`src/rtl/core/rtcc_pkg.sv`:
```
// shared types, constants and month table for the rtc calendar counter
package rtcc_pkg;

  localparam logic [7:0]  TPS_RESET      = 8'd20;
  localparam logic [5:0]  SEC_LAST       = 6'd59;
  localparam logic [5:0]  MIN_LAST       = 6'd59;
  localparam logic [4:0]  HOUR_LAST      = 5'd23;
  localparam logic [3:0]  MONTH_FEB      = 4'd2;
  localparam logic [3:0]  MONTH_DEC      = 4'd12;
  localparam logic [13:0] YEAR_MAX       = 14'd9999;
  localparam logic [6:0]  MOD100_LAST    = 7'd99;
  localparam logic [8:0]  MOD400_LAST    = 9'd399;
  localparam logic [2:0]  WEEK_LAST      = 3'd7;
  localparam logic [4:0]  LEAP_FEB_DAYS  = 5'd29;

  localparam logic [4:0] MONTH_LEN [16] = '{
    5'd31, 5'd31, 5'd28, 5'd31, 5'd30, 5'd31, 5'd30, 5'd31,
    5'd31, 5'd30, 5'd31, 5'd30, 5'd31, 5'd31, 5'd31, 5'd31
  };

  typedef struct packed {
    logic [7:0]  prescale;
    logic [5:0]  sec;
    logic [5:0]  min;
    logic [4:0]  hour;
    logic [4:0]  day;
    logic [3:0]  month;
    logic [13:0] year;
    logic [6:0]  year_mod100;
    logic [8:0]  year_mod400;
    logic [2:0]  week;
    logic        date_pending;
  } rtcc_state_t;

  localparam rtcc_state_t STATE_RESET = '{
    prescale:     8'd0,
    sec:          6'd0,
    min:          6'd30,
    hour:         5'd12,
    day:          5'd29,
    month:        4'd3,
    year:         14'd2026,
    year_mod100:  7'd26,
    year_mod400:  9'd26,
    week:         3'd7,
    date_pending: 1'b1
  };

  typedef struct packed {
    logic [5:0]  seconds;
    logic [5:0]  minutes;
    logic [4:0]  hours;
    logic [4:0]  day_of_month;
    logic [3:0]  month_number;
    logic [13:0] year_number;
    logic [2:0]  weekday;
    logic        time_changed;
    logic        date_changed;
  } rtcc_result_t;

  function automatic logic [4:0] month_days(input logic [3:0] month, input logic leap);
    logic [4:0] days;
    days = MONTH_LEN[month];
    if (leap && (month == MONTH_FEB)) begin
      days = LEAP_FEB_DAYS;
    end
    return days;
  endfunction

endpackage

```
`src/rtl/core/rtcc_if.sv`:
```
// request channels of the rtc calendar counter
interface rtcc_in_if;
  logic valid;
  logic ready;
  logic tick;
  modport source (output valid, output tick, input ready);
  modport sink (input valid, input tick, output ready);
endinterface

interface rtcc_out_if;
  logic        valid;
  logic        ready;
  logic [5:0]  seconds;
  logic [5:0]  minutes;
  logic [4:0]  hours;
  logic [4:0]  day_of_month;
  logic [3:0]  month_number;
  logic [13:0] year_number;
  logic [2:0]  weekday;
  logic        time_changed;
  logic        date_changed;
  modport source (output valid, output seconds, output minutes, output hours,
                  output day_of_month, output month_number, output year_number,
                  output weekday, output time_changed, output date_changed,
                  input ready);
  modport sink (input valid, input seconds, input minutes, input hours,
                input day_of_month, input month_number, input year_number,
                input weekday, input time_changed, input date_changed,
                output ready);
endinterface

interface rtcc_cfg_if;
  logic       valid;
  logic       ready;
  logic [7:0] data;
  modport source (output valid, output data, input ready);
  modport sink (input valid, input data, output ready);
endinterface

```
`src/rtl/core/rtcc_step.sv`:
```
// next-state logic: prescaler, time and calendar rollover
module rtcc_step (
  input  rtcc_pkg::rtcc_state_t  st,
  input  logic                   tick,
  input  logic [7:0]             tps,
  output rtcc_pkg::rtcc_state_t  st_nxt,
  output rtcc_pkg::rtcc_result_t res
);

  logic [7:0] pre_inc;
  logic       sec_adv;
  logic       sec_wrap;
  logic       min_wrap;
  logic       day_adv;
  logic       leap;
  logic [4:0] last_day;
  logic       month_end;
  logic       year_end;
  logic       year_inc;

  assign pre_inc   = st.prescale + 8'd1;
  assign sec_adv   = tick && (pre_inc >= tps);
  assign sec_wrap  = sec_adv && (st.sec >= rtcc_pkg::SEC_LAST);
  assign min_wrap  = sec_wrap && (st.min >= rtcc_pkg::MIN_LAST);
  assign day_adv   = min_wrap && (st.hour >= rtcc_pkg::HOUR_LAST);
  assign leap      = ((st.year[1:0] == 2'd0) && (st.year_mod100 != 7'd0))
                     || (st.year_mod400 == 9'd0);
  assign last_day  = rtcc_pkg::month_days(st.month, leap);
  assign month_end = day_adv && (st.day >= last_day);
  assign year_end  = month_end && (st.month >= rtcc_pkg::MONTH_DEC);
  assign year_inc  = year_end && (st.year < rtcc_pkg::YEAR_MAX);

  always_comb begin
    st_nxt = st;
    st_nxt.date_pending = 1'b0;
    if (tick) begin
      st_nxt.prescale = sec_adv ? 8'd0 : pre_inc;
    end
    if (sec_adv) begin
      st_nxt.sec = sec_wrap ? 6'd0 : st.sec + 6'd1;
    end
    if (sec_wrap) begin
      st_nxt.min = min_wrap ? 6'd0 : st.min + 6'd1;
    end
    if (min_wrap) begin
      st_nxt.hour = day_adv ? 5'd0 : st.hour + 5'd1;
    end
    if (day_adv) begin
      st_nxt.day  = month_end ? 5'd1 : st.day + 5'd1;
      st_nxt.week = (st.week >= rtcc_pkg::WEEK_LAST) ? 3'd1 : st.week + 3'd1;
    end
    if (month_end) begin
      st_nxt.month = year_end ? 4'd1 : st.month + 4'd1;
    end
    if (year_inc) begin
      st_nxt.year        = st.year + 14'd1;
      st_nxt.year_mod100 = (st.year_mod100 >= rtcc_pkg::MOD100_LAST) ? 7'd0
                           : st.year_mod100 + 7'd1;
      st_nxt.year_mod400 = (st.year_mod400 >= rtcc_pkg::MOD400_LAST) ? 9'd0
                           : st.year_mod400 + 9'd1;
    end
  end

  always_comb begin
    res.seconds      = st_nxt.sec;
    res.minutes      = st_nxt.min;
    res.hours        = st_nxt.hour;
    res.day_of_month = st_nxt.day;
    res.month_number = st_nxt.month;
    res.year_number  = st_nxt.year;
    res.weekday      = st_nxt.week;
    res.time_changed = sec_adv;
    res.date_changed = st.date_pending || day_adv;
  end

endmodule

```
`src/rtl/core/rtc_calendar_counter.sv`:
```
// rtc calendar counter top level: clock and gregorian date from base ticks
// Each accepted request is one base tick (tick = 1) or a status poll (tick = 0)
// and yields exactly one result: time, date, weekday and the time/date change
// pulses. The counter state and the result register update at the accepting
// edge, and a new request is taken in every cycle as long as the result
// register is empty or being drained in the same cycle. Results are registered
// and appear in the cycle after their request. After reset the clock reads
// 12:30:00 on day 29, month 3, year 2026, weekday 7, at 20 ticks per second;
// the first result carries date_changed. ticks_per_second is written through
// the cfg channel, which is always ready; a value of 0 acts as 1.
module rtc_calendar_counter (
  input  logic       clk,
  input  logic       rst_n,
  rtcc_in_if.sink    in_ch,
  rtcc_out_if.source out_ch,
  rtcc_cfg_if.sink   cfg_ch
);

  rtcc_pkg::rtcc_state_t  state_r;
  rtcc_pkg::rtcc_state_t  state_nxt;
  rtcc_pkg::rtcc_result_t res_r;
  rtcc_pkg::rtcc_result_t res_nxt;
  logic                   out_valid_r;
  logic [7:0]             tps_r;
  logic                   in_fire;

  assign in_ch.ready  = !out_valid_r || out_ch.ready;
  assign in_fire      = in_ch.valid && in_ch.ready;
  assign cfg_ch.ready = 1'b1;

  rtcc_step u_step (
    .st     (state_r),
    .tick   (in_ch.tick),
    .tps    (tps_r),
    .st_nxt (state_nxt),
    .res    (res_nxt)
  );

  always_ff @(posedge clk) begin
    if (!rst_n) begin
      state_r     <= rtcc_pkg::STATE_RESET;
      out_valid_r <= 1'b0;
      tps_r       <= rtcc_pkg::TPS_RESET;
    end else begin
      if (cfg_ch.valid) begin
        tps_r <= cfg_ch.data;
      end
      if (in_fire) begin
        state_r     <= state_nxt;
        out_valid_r <= 1'b1;
      end else if (out_ch.ready) begin
        out_valid_r <= 1'b0;
      end
    end
  end

  always_ff @(posedge clk) begin
    if (in_fire) begin
      res_r <= res_nxt;
    end
  end

  assign out_ch.valid        = out_valid_r;
  assign out_ch.seconds      = res_r.seconds;
  assign out_ch.minutes      = res_r.minutes;
  assign out_ch.hours        = res_r.hours;
  assign out_ch.day_of_month = res_r.day_of_month;
  assign out_ch.month_number = res_r.month_number;
  assign out_ch.year_number  = res_r.year_number;
  assign out_ch.weekday      = res_r.weekday;
  assign out_ch.time_changed = res_r.time_changed;
  assign out_ch.date_changed = res_r.date_changed;

endmodule

```
`src/flat_wrapper.sv`:
```
// flat-port wrapper written by rule: the top's interface ports become plain ports
module rtc_calendar_counter_flat 
  (clk, rst_n, in_ch_valid, in_ch_tick, in_ch_ready, out_ch_valid, out_ch_seconds, out_ch_minutes, out_ch_hours, out_ch_day_of_month, out_ch_month_number, out_ch_year_number, out_ch_weekday, out_ch_time_changed, out_ch_date_changed, out_ch_ready, cfg_ch_valid, cfg_ch_data, cfg_ch_ready);
  rtcc_in_if in_ch_i ();
  rtcc_out_if out_ch_i ();
  rtcc_cfg_if cfg_ch_i ();
  input  logic clk;
  input  logic rst_n;
  input wire logic [$bits(in_ch_i.valid)-1:0] in_ch_valid;
  input wire logic [$bits(in_ch_i.tick)-1:0] in_ch_tick;
  output wire logic [$bits(in_ch_i.ready)-1:0] in_ch_ready;
  output wire logic [$bits(out_ch_i.valid)-1:0] out_ch_valid;
  output wire logic [$bits(out_ch_i.seconds)-1:0] out_ch_seconds;
  output wire logic [$bits(out_ch_i.minutes)-1:0] out_ch_minutes;
  output wire logic [$bits(out_ch_i.hours)-1:0] out_ch_hours;
  output wire logic [$bits(out_ch_i.day_of_month)-1:0] out_ch_day_of_month;
  output wire logic [$bits(out_ch_i.month_number)-1:0] out_ch_month_number;
  output wire logic [$bits(out_ch_i.year_number)-1:0] out_ch_year_number;
  output wire logic [$bits(out_ch_i.weekday)-1:0] out_ch_weekday;
  output wire logic [$bits(out_ch_i.time_changed)-1:0] out_ch_time_changed;
  output wire logic [$bits(out_ch_i.date_changed)-1:0] out_ch_date_changed;
  input wire logic [$bits(out_ch_i.ready)-1:0] out_ch_ready;
  input wire logic [$bits(cfg_ch_i.valid)-1:0] cfg_ch_valid;
  input wire logic [$bits(cfg_ch_i.data)-1:0] cfg_ch_data;
  output wire logic [$bits(cfg_ch_i.ready)-1:0] cfg_ch_ready;
  assign in_ch_i.valid = in_ch_valid;
  assign in_ch_i.tick = in_ch_tick;
  assign in_ch_ready = in_ch_i.ready;
  assign out_ch_valid = out_ch_i.valid;
  assign out_ch_seconds = out_ch_i.seconds;
  assign out_ch_minutes = out_ch_i.minutes;
  assign out_ch_hours = out_ch_i.hours;
  assign out_ch_day_of_month = out_ch_i.day_of_month;
  assign out_ch_month_number = out_ch_i.month_number;
  assign out_ch_year_number = out_ch_i.year_number;
  assign out_ch_weekday = out_ch_i.weekday;
  assign out_ch_time_changed = out_ch_i.time_changed;
  assign out_ch_date_changed = out_ch_i.date_changed;
  assign out_ch_i.ready = out_ch_ready;
  assign cfg_ch_i.valid = cfg_ch_valid;
  assign cfg_ch_i.data = cfg_ch_data;
  assign cfg_ch_ready = cfg_ch_i.ready;
  rtc_calendar_counter u_core (.clk(clk), .rst_n(rst_n), .in_ch(in_ch_i), .out_ch(out_ch_i), .cfg_ch(cfg_ch_i));
endmodule
```
`config.mk`:
```
export PLATFORM = sky130hd
export DESIGN_NAME = rtc_calendar_counter_flat
export DESIGN_NICKNAME = d
export VERILOG_FILES = /design/src/rtl/core/rtcc_pkg.sv /design/src/rtl/core/rtcc_if.sv /design/src/rtl/core/rtcc_step.sv /design/src/rtl/core/rtc_calendar_counter.sv /design/src/flat_wrapper.sv
export SDC_FILE = /design/constraint.sdc
export NUM_CORES = 1
export LEC_CHECK = 0
export ABC_CLOCK_PERIOD_IN_PS = 5800
export BUFFER_PORTS_ARGS = -buffer_cell sky130_fd_sc_hd__buf_2
export CORE_MARGIN = 2
export CORE_UTILIZATION = 35
export CTS_CLUSTER_SIZE = 28
export DETAILED_ROUTE_END_ITERATION = 6
export GPL_ROUTABILITY_DRIVEN = 0
export MAX_ROUTING_LAYER = met4
export REMOVE_ABC_BUFFERS = 1
export SLEW_MARGIN = 20
export SYNTH_ARGS = -nofsm -noshare
export SYNTH_HDL_FRONTEND = slang
export SYNTH_SLANG_ARGS = --single-unit
```
`constraint.sdc`:
```
create_clock -name clk -period 5.8 [get_ports clk]
set_clock_uncertainty 0.15 [all_clocks]
set_input_delay 0.58 -clock clk [delete_from_list [all_inputs] [get_ports clk]]
set_output_delay 0.58 -clock clk [all_outputs]
set_load 0.02 [all_outputs]
```
==> results of run 1 <==
-- through the flow --
step                setup slack (ns)  area [sq um]  instances   util
floorplan                       2.00          6030        636      -
global placement                1.99          6660        927  0.385
detailed placement              1.87          6660        927  0.385
CTS                             1.86          7270        959  0.421
global route                    1.43          7270        959  0.421
finish                          1.81          7270        959  0.421
-- area by class of cell --
| class | instances | area share |
|---|---|---|
| Multi-Input combinational cell | 490 | 0.420 |
| Sequential cell | 122 | 0.398 |
| Clock buffer | 18 | 0.0604 |
| Timing Repair Buffer | 66 | 0.0475 |
| Tap cell | 225 | 0.0387 |
| Clock inverter | 14 | 0.0237 |
| Inverter | 24 | 0.0124 |
-- report_power, final --
group | total (W) | internal (W) | leakage, nW | switching, W
clock | 0.00108 | 0.000687 | 0.286 | 0.000392
sequential | 0.000909 | 0.000902 | 0.996 | 0.00000642
combinational | 0.0000801 | 0.0000235 | 1.42 | 0.0000566
total | 0.00207 | 0.00161 | 2.70 | 0.000455
-- Yosys cell counts, drive strengths merged, types with 5 or more instances --
cell and n:
nand3 51, and3 11, nor4 5, nor2 52
clkbuf 32, xor2 8, o211ai 13, a21oi 29
o311ai 16, dfxtp 77, mux2i 10, or4 12
edfxtp 45, xnor2 12, nand2 78, or3 5
o31ai 17, ha 25, nor3 13, buf 5
inv 24, o21ai 46, nand4 5, a31oi 12
o221a 5, nand2b 7
-- state kept, by name, indices dropped and copies added, names as in the netlist, 3 cells and up --
name                        count
u_core.out_ch.minutes           6
u_core.out_ch.weekday           3
u_core.out_ch.hours             5
u_core.out_ch.day_of_month      5
u_core.out_ch.seconds           6
u_core.tps_r                    8
u_core.out_ch.year_number      14
u_core.state_r                 68
u_core.out_ch.month_number      4
-- how the worst min path moves through the flow --
stage          cells past startpoint                             end                      startpoint
2_1_floorplan                      2  u_core.state_r[0]$_SDFFE_PN1P_  u_core.state_r[0]$_SDFFE_PN1P_
3_3_place_gp                       2  u_core.state_r[0]$_SDFFE_PN1P_  u_core.state_r[0]$_SDFFE_PN1P_
3_5_place_dp                       2  u_core.state_r[0]$_SDFFE_PN1P_  u_core.state_r[0]$_SDFFE_PN1P_
4_1_cts                            3    u_core.tps_r[4]$_SDFFE_PN1P_                  cfg_ch_data[4]
5_1_grt                            3    u_core.tps_r[4]$_SDFFE_PN1P_                  cfg_ch_data[4]
6_report                           3    u_core.tps_r[4]$_SDFFE_PN1P_                  cfg_ch_data[4]
-- worst max-delay path, delay by kind of cell (launching register included) --
family	cells	cell delay, ns
simple gates	5	1.71
fa+ha+maj	1	0.27
buf+inv	1	0.26
compound gates	3	0.53
mux	1	0.35
xor+xnor	1	0.21
flops	1	0.40
-- metal layers --
metal | routed length, um | global-route usage
met5 | 0 | -
met4 | 150 | 0.0567
met3 | 486 | 0.0389
met2 | 6600 | 0.258
met1 | 6990 | 0.216
-- logic make-up (layout without fill, tap and decap cells) --
kind of cell	count (synthesis)	in the layout	synth area share
adders and majority gates	26	26	0.0522
DFF	122	122	0.468
other	1	1	0.000607
xor gates and xnor gates	20	20	0.0283
AOI/OAI and AO/OA	167	167	0.182
and+or+nand+nor	263	263	0.209
muxes	13	13	0.0217
buffers and inverters	61	122	0.0381
==> results.cfg, run 1 <==
[yosys]
synth_ff_type = dfxtp_1
synth_edf_count = 45
ys_seq_area_frac = 0.468
synth_cells = 673
synth_area_leaders = dfxtp_1 25%, edfxtp_1 22%, ha_1 5.1%
async_flop_share = 0
ys_seq_elements = 122
synth_top_area_share = 0.249
netlist_area_sq_mm = 0.00618
synth_warnings = 0
synth.avg_cell_area_sq_um = 9.18
ys_types = 60
synth_top_area_cell = dfxtp_1

[power]
p_leak_nw = 2.70
p_total_w = 0.00207
irDropWorstVdd_v = 0.000198
power.density_mw_per_mm2 = 284

[sta]
timing.hold.ws_ns = 0.235
rsz0062_at_grt = no
finalCritPeriodShare = 0.687
min_period_ns = 3.99
final-hold-violation-count = 0
worst_slew_pin_slew_ns = 0.867
fin_tns_setup_ns = 0
finalMaxSlewViolations = 0
setup_viol = 0
fmax_mhz = 251
slew-limit-headroom = 0.422

[detailed_routing]
vias = 5119
drt_iter0_markers = 500
antenna_left = 0
remaining_drc_errors = 0
wl_per_cell_um = 14.8
viasPerCell = 5.34
wl_um = 14200
firstDrtPassIters = 4

[cts]
insertion_delay_ns = 0.42
clk_transition_reported_paths_ns = 0.06
cts_tree = done
cts.sinks = 122
cts_resized = 0
h-tree-depth = 4
numCtsBuffers = 17
cts_setup_buffers = 0
clk_path_buf_depth = 2
holdBufCountCts = 0
cts_root_buf = clkbuf_16

[grt]
grt_pass1_wl_um = 23800
antenna_found_initial = 0
grt_overflow = 0
grt_use_total = 0.167
grt_pass1_vias = 4771
grt_max_degree = 55

[setup_path]
worst-r2r-setup-slack_ns = 1.81
critPathLaunchType = flop
critPathLaunch = u_core.state_r[62]$_SDFFE_PN0P_
required_ns = 5.96
critical-path-max-stage-delay_ns = 0.68
end_kind = flop
cpMaxStageDelayCell = nor2_1
crit_chain = nand3_1 > or2_2 > nor2_1 > xor2_1 > ha_1 > a21oi_1 > o21ai_1 > and2_1 > nor2_1 > inv_1 > mux2_2 > o21ba_2
rr_endpoint = u_core.state_r[54]$_SDFFE_PN0P_
path_common_cell = nor2_1
reg2reg_depth = 12
crit_fanout = 16
worst_r2r_startpoint = u_core.state_r[62]$_SDFFE_PN0P_
endpoint = u_core.state_r[54]$_SDFFE_PN0P_
worstSetupPathType = flop to flop
crit_arrival_ns = 4.15

[layout]
fin_nets = 760
antennaDiodeCount = 0
multi_input_area_sq_mm = 0.00305
nFillCells = 1702
final-seq-area_sq_mm = 0.00289
area_growth_pct = 17.7
drive_above_1_share = 0.159
mostFrequentLayoutCells = 78 x nand2_1, 77 x dfxtp_1, 60 x buf_2
layout_commonest_cell = nand2_1

[die]
dieArea_sq_mm = 0.0187
rows = 48
die_w_um = 137
initial_core_util = 0.357
die_y_um = 137
core_area_sq_mm = 0.0173
io_pins = 62

[placement]
io_buffers = 60
place_hpwl_um = 9460

[flow_run]
cap_violations = 0

[worst_hold_path]
hold_class = input port to flop

[outcome]
outcome = finished clean
No activity file was read; power rests on OpenSTA's default activity.
==> run 2: changes to the inputs <==
--- a/config.mk
+++ b/config.mk
@@ -5,7 +5,8 @@
 export SDC_FILE = /design/constraint.sdc
 export NUM_CORES = 1
 export LEC_CHECK = 0
-export ABC_CLOCK_PERIOD_IN_PS = 5800
+export ABC_AREA = 1
+export ABC_CLOCK_PERIOD_IN_PS = 3800
 export BUFFER_PORTS_ARGS = -buffer_cell sky130_fd_sc_hd__buf_2
 export CORE_MARGIN = 2
 export CORE_UTILIZATION = 35
==> constraint.sdc (replaced) <==
create_clock -name clk -period 3.8 [get_ports clk]
set_clock_uncertainty 0.15 [all_clocks]
set_input_delay 0.38 -clock clk [delete_from_list [all_inputs] [get_ports clk]]
set_output_delay 0.38 -clock clk [all_outputs]
set_load 0.02 [all_outputs]
==> results.cfg, run 2 <==
[outcome]
outcome = finished clean

[layout]
top_register = u_core.state_r
fin_area_sq_mm = 0.00724
largest_reg_flops = 68
fin_nets = 868
nFillCells = 1728
layout_commonest_cell = nand2_1
final_cells = 1067
area_growth_pct = 17.4
antennaDiodeCount = 0
mostFrequentLayoutCells = 191 x nand2_1, 106 x inv_1, 77 x dfxtp_1
drive_above_1_share = 0.134

[worst_hold_path]
hold_start = cfg_ch_data[2]
worstHoldPathCells = 3
hold_class = input port to flop
holdPathEnd = u_core.tps_r[2]$_SDFFE_PN1P_

[setup_path]
path_common_cell = nand2_1
worst-r2r-setup-slack_ns = 0.57
reg2reg_depth = 15
critPathLaunchType = flop
critical-path-top-delay-family = simple AND/OR/NAND/NOR gates
crit_arrival_ns = 3.29
worstSetupPathType = flop to flop
rr_endpoint = u_core.out_ch.month_number[1]$_DFFE_PP_
required_ns = 3.87
crit_fanout = 17
cp_num_buf_inv = 1
worst_r2r_startpoint = u_core.state_r[60]$_SDFFE_PN0P_
cpMaxStageDelayCell = dfxtp_1
end_kind = flop
critical-path-max-stage-delay_ns = 0.40
critPathLaunch = u_core.state_r[60]$_SDFFE_PN0P_
crit_chain = ha_1 > nand3_1 > nand3b_1 > xnor2_1 > ha_1 > nand2_1 > o21a_1 > nand2_1 > nand4_4 > nor2_8 > buf_4 > nand2_1 > nand2_1 > nand2_1 > a21oi_1

[die]
dieArea_sq_mm = 0.0187
initial_core_util = 0.358
rows = 48
core_area_sq_mm = 0.0172
io_pins = 62
die_y_um = 137
die_w_um = 137

[cts]
holdBufCountCts = 0
insertion_delay_ns = 0.42
cts_tree = done
h-tree-depth = 4
cts.sinks = 122
clk_transition_reported_paths_ns = 0.05
cts_root_buf = clkbuf_16
cts_resized = 0
cts_setup_buffers = 0
clk_path_buf_depth = 2
numCtsBuffers = 17

[yosys]
synth.avg_cell_area_sq_um = 8.04
synth_area_leaders = dfxtp_1 25%, edfxtp_1 22%, nand2_1 12%
synth_cells = 767
ys_types = 39
synth_warnings = 0
ys_seq_elements = 122
ys_top_cells_by_count = 191 x nand2_1, 107 x inv_1, 77 x dfxtp_1, 75 x a21oi_1, 58 x nor2_1
async_flop_share = 0
synth_top_area_share = 0.250
synth_ff_type = dfxtp_1
synth_edf_count = 45
synth_most_common_cell = nand2_1
synth_top_area_cell = dfxtp_1
ys_seq_area_frac = 0.469
netlist_area_sq_mm = 0.00616

[grt]
antenna_found_initial = 0
grt_pass1_vias = 4466
grt_max_degree = 44
grt_use_total = 0.148
grt_overflow = 0
grt_pass1_wl_um = 21000

[sta]
rsz0062_at_grt = no
worst_slew_pin_slew_ns = 0.708
min_period_ns = 3.23
fin_tns_setup_ns = 0
slew-limit-headroom = 0.525
fmax_mhz = 310
setup_viol = 0
fin_ws_ns = 0.571
final-hold-violation-count = 0
finalMaxSlewViolations = 0
finalCritPeriodShare = 0.850

[detailed_routing]
viasPerCell = 4.58
drt_iter0_markers = 327
wl_um = 12500
firstDrtPassIters = 5
wl_per_cell_um = 11.7
vias = 4891
remaining_drc_errors = 0
antenna_left = 0

[power]
p_clk_frac = 0.457
p_leak_nw = 3.40
internal_power_w = 0.00251
switching_share = 0.247
pwr-share-seq = 0.444
netSwitchingPower_w = 0.000827
p_comb_frac = 0.099
power.density_mw_per_mm2 = 462
irDropWorstVdd_v = 0.000278

[placement]
io_buffers = 60
placed_cells = 1035
place_hpwl_um = 8510
dpl_cell_area_sq_mm = 0.00668
dpl_worst_slack_ns = 0.599

[flow_run]
cap_violations = 0
## run 2: cell count changes after synthesis, sizes merged, moves of 11 or more
cell,before,now
nand3,51,34
a31oi,12,1
inv,24,107
o31ai,17,0
o311ai,16,1
or4,12,0
xor2,8,20
a21oi,29,80
nand2,78,194
clkbuf,32,16
## run 2: cells by family (layout without fill, tap and decap cells)
family	Yosys count	after routing	synth area share
and+or+nand+nor	322	322	0.235
AOI/OAI and AO/OA	138	138	0.121
buffers and inverters	133	208	0.0865
DFF	122	122	0.469
xor gates and xnor gates	26	26	0.0369
adders and majority gates	25	25	0.0507
other	1	1	0.000608
## run 2: layout make-up
type | count | area [sq um] | area share
flip-flops and latches | 122 | 2890 | 0.400
multi-input cells | 512 | 2740 | 0.378
clock buffers | 25 | 497 | 0.0686
inverters | 109 | 410 | 0.0567
repair buffers | 67 | 353 | 0.0487
well taps | 225 | 282 | 0.0389
clock inverters | 7 | 66.3 | 0.00916
## run 2: power by group through the flow
stage / clock network (W) / registers [W] / logic (W)
2_1_floorplan: 0 / 0.00154 / 0.000199
4_1_cts: 0.00156 / 0.00148 / 0.000334
3_5_place_dp: 0 / 0.00151 / 0.000333
6_report: 0.00153 / 0.00148 / 0.000330
3_3_place_gp: 0 / 0.00151 / 0.000330
5_1_grt: 0.00161 / 0.00149 / 0.000381
## run 2: worst max path at each step
stage | end | slack, ns | depth (start not counted)
after global placement | u_core.state_r[23]$_SDFFE_PN1P_ | 0.62 | 16
after floorplan | u_core.state_r[65]$_SDFFE_PN0P_ | -0.27 | 8
after CTS | u_core.out_ch.month_number[1]$_DFFE_PP_ | 0.58 | 15
after global routing | u_core.state_r[35]$_SDFFE_PN1P_ | 0.16 | 17
final | u_core.out_ch.month_number[1]$_DFFE_PP_ | 0.57 | 15
after detailed placement | u_core.state_r[4]$_SDFFE_PN0P_ | 0.60 | 15
## run 2: tightest hold or removal path: stages
cell and delay [ns]:
buf_2 0.08, a21oi_1 0.05, o21ai_0 0.06
## run 2: through the flow
step	power (W)	utilization	hold WS [ns]
2_1_floorplan	0.00174	-	0.289
3_3_place_gp	0.00184	0.387	0.301
3_5_place_dp	0.00184	0.387	0.308
4_1_cts	0.00338	0.420	0.0117
5_1_grt	0.00349	0.420	0.0425
6_report	0.00334	0.420	0.0302
## run 2: metal layers
metal / vias up / routed length [um] / share of wire / global-route usage
met5: - / 0 / 0 / -
met4: 0 / 237 / 0.019 / 0.0642
met3: 19 / 419 / 0.034 / 0.0400
met2: 72 / 5730 / 0.46 / 0.226
met1: 2179 / 6090 / 0.49 / 0.185
li1: 2621 / - / - / -
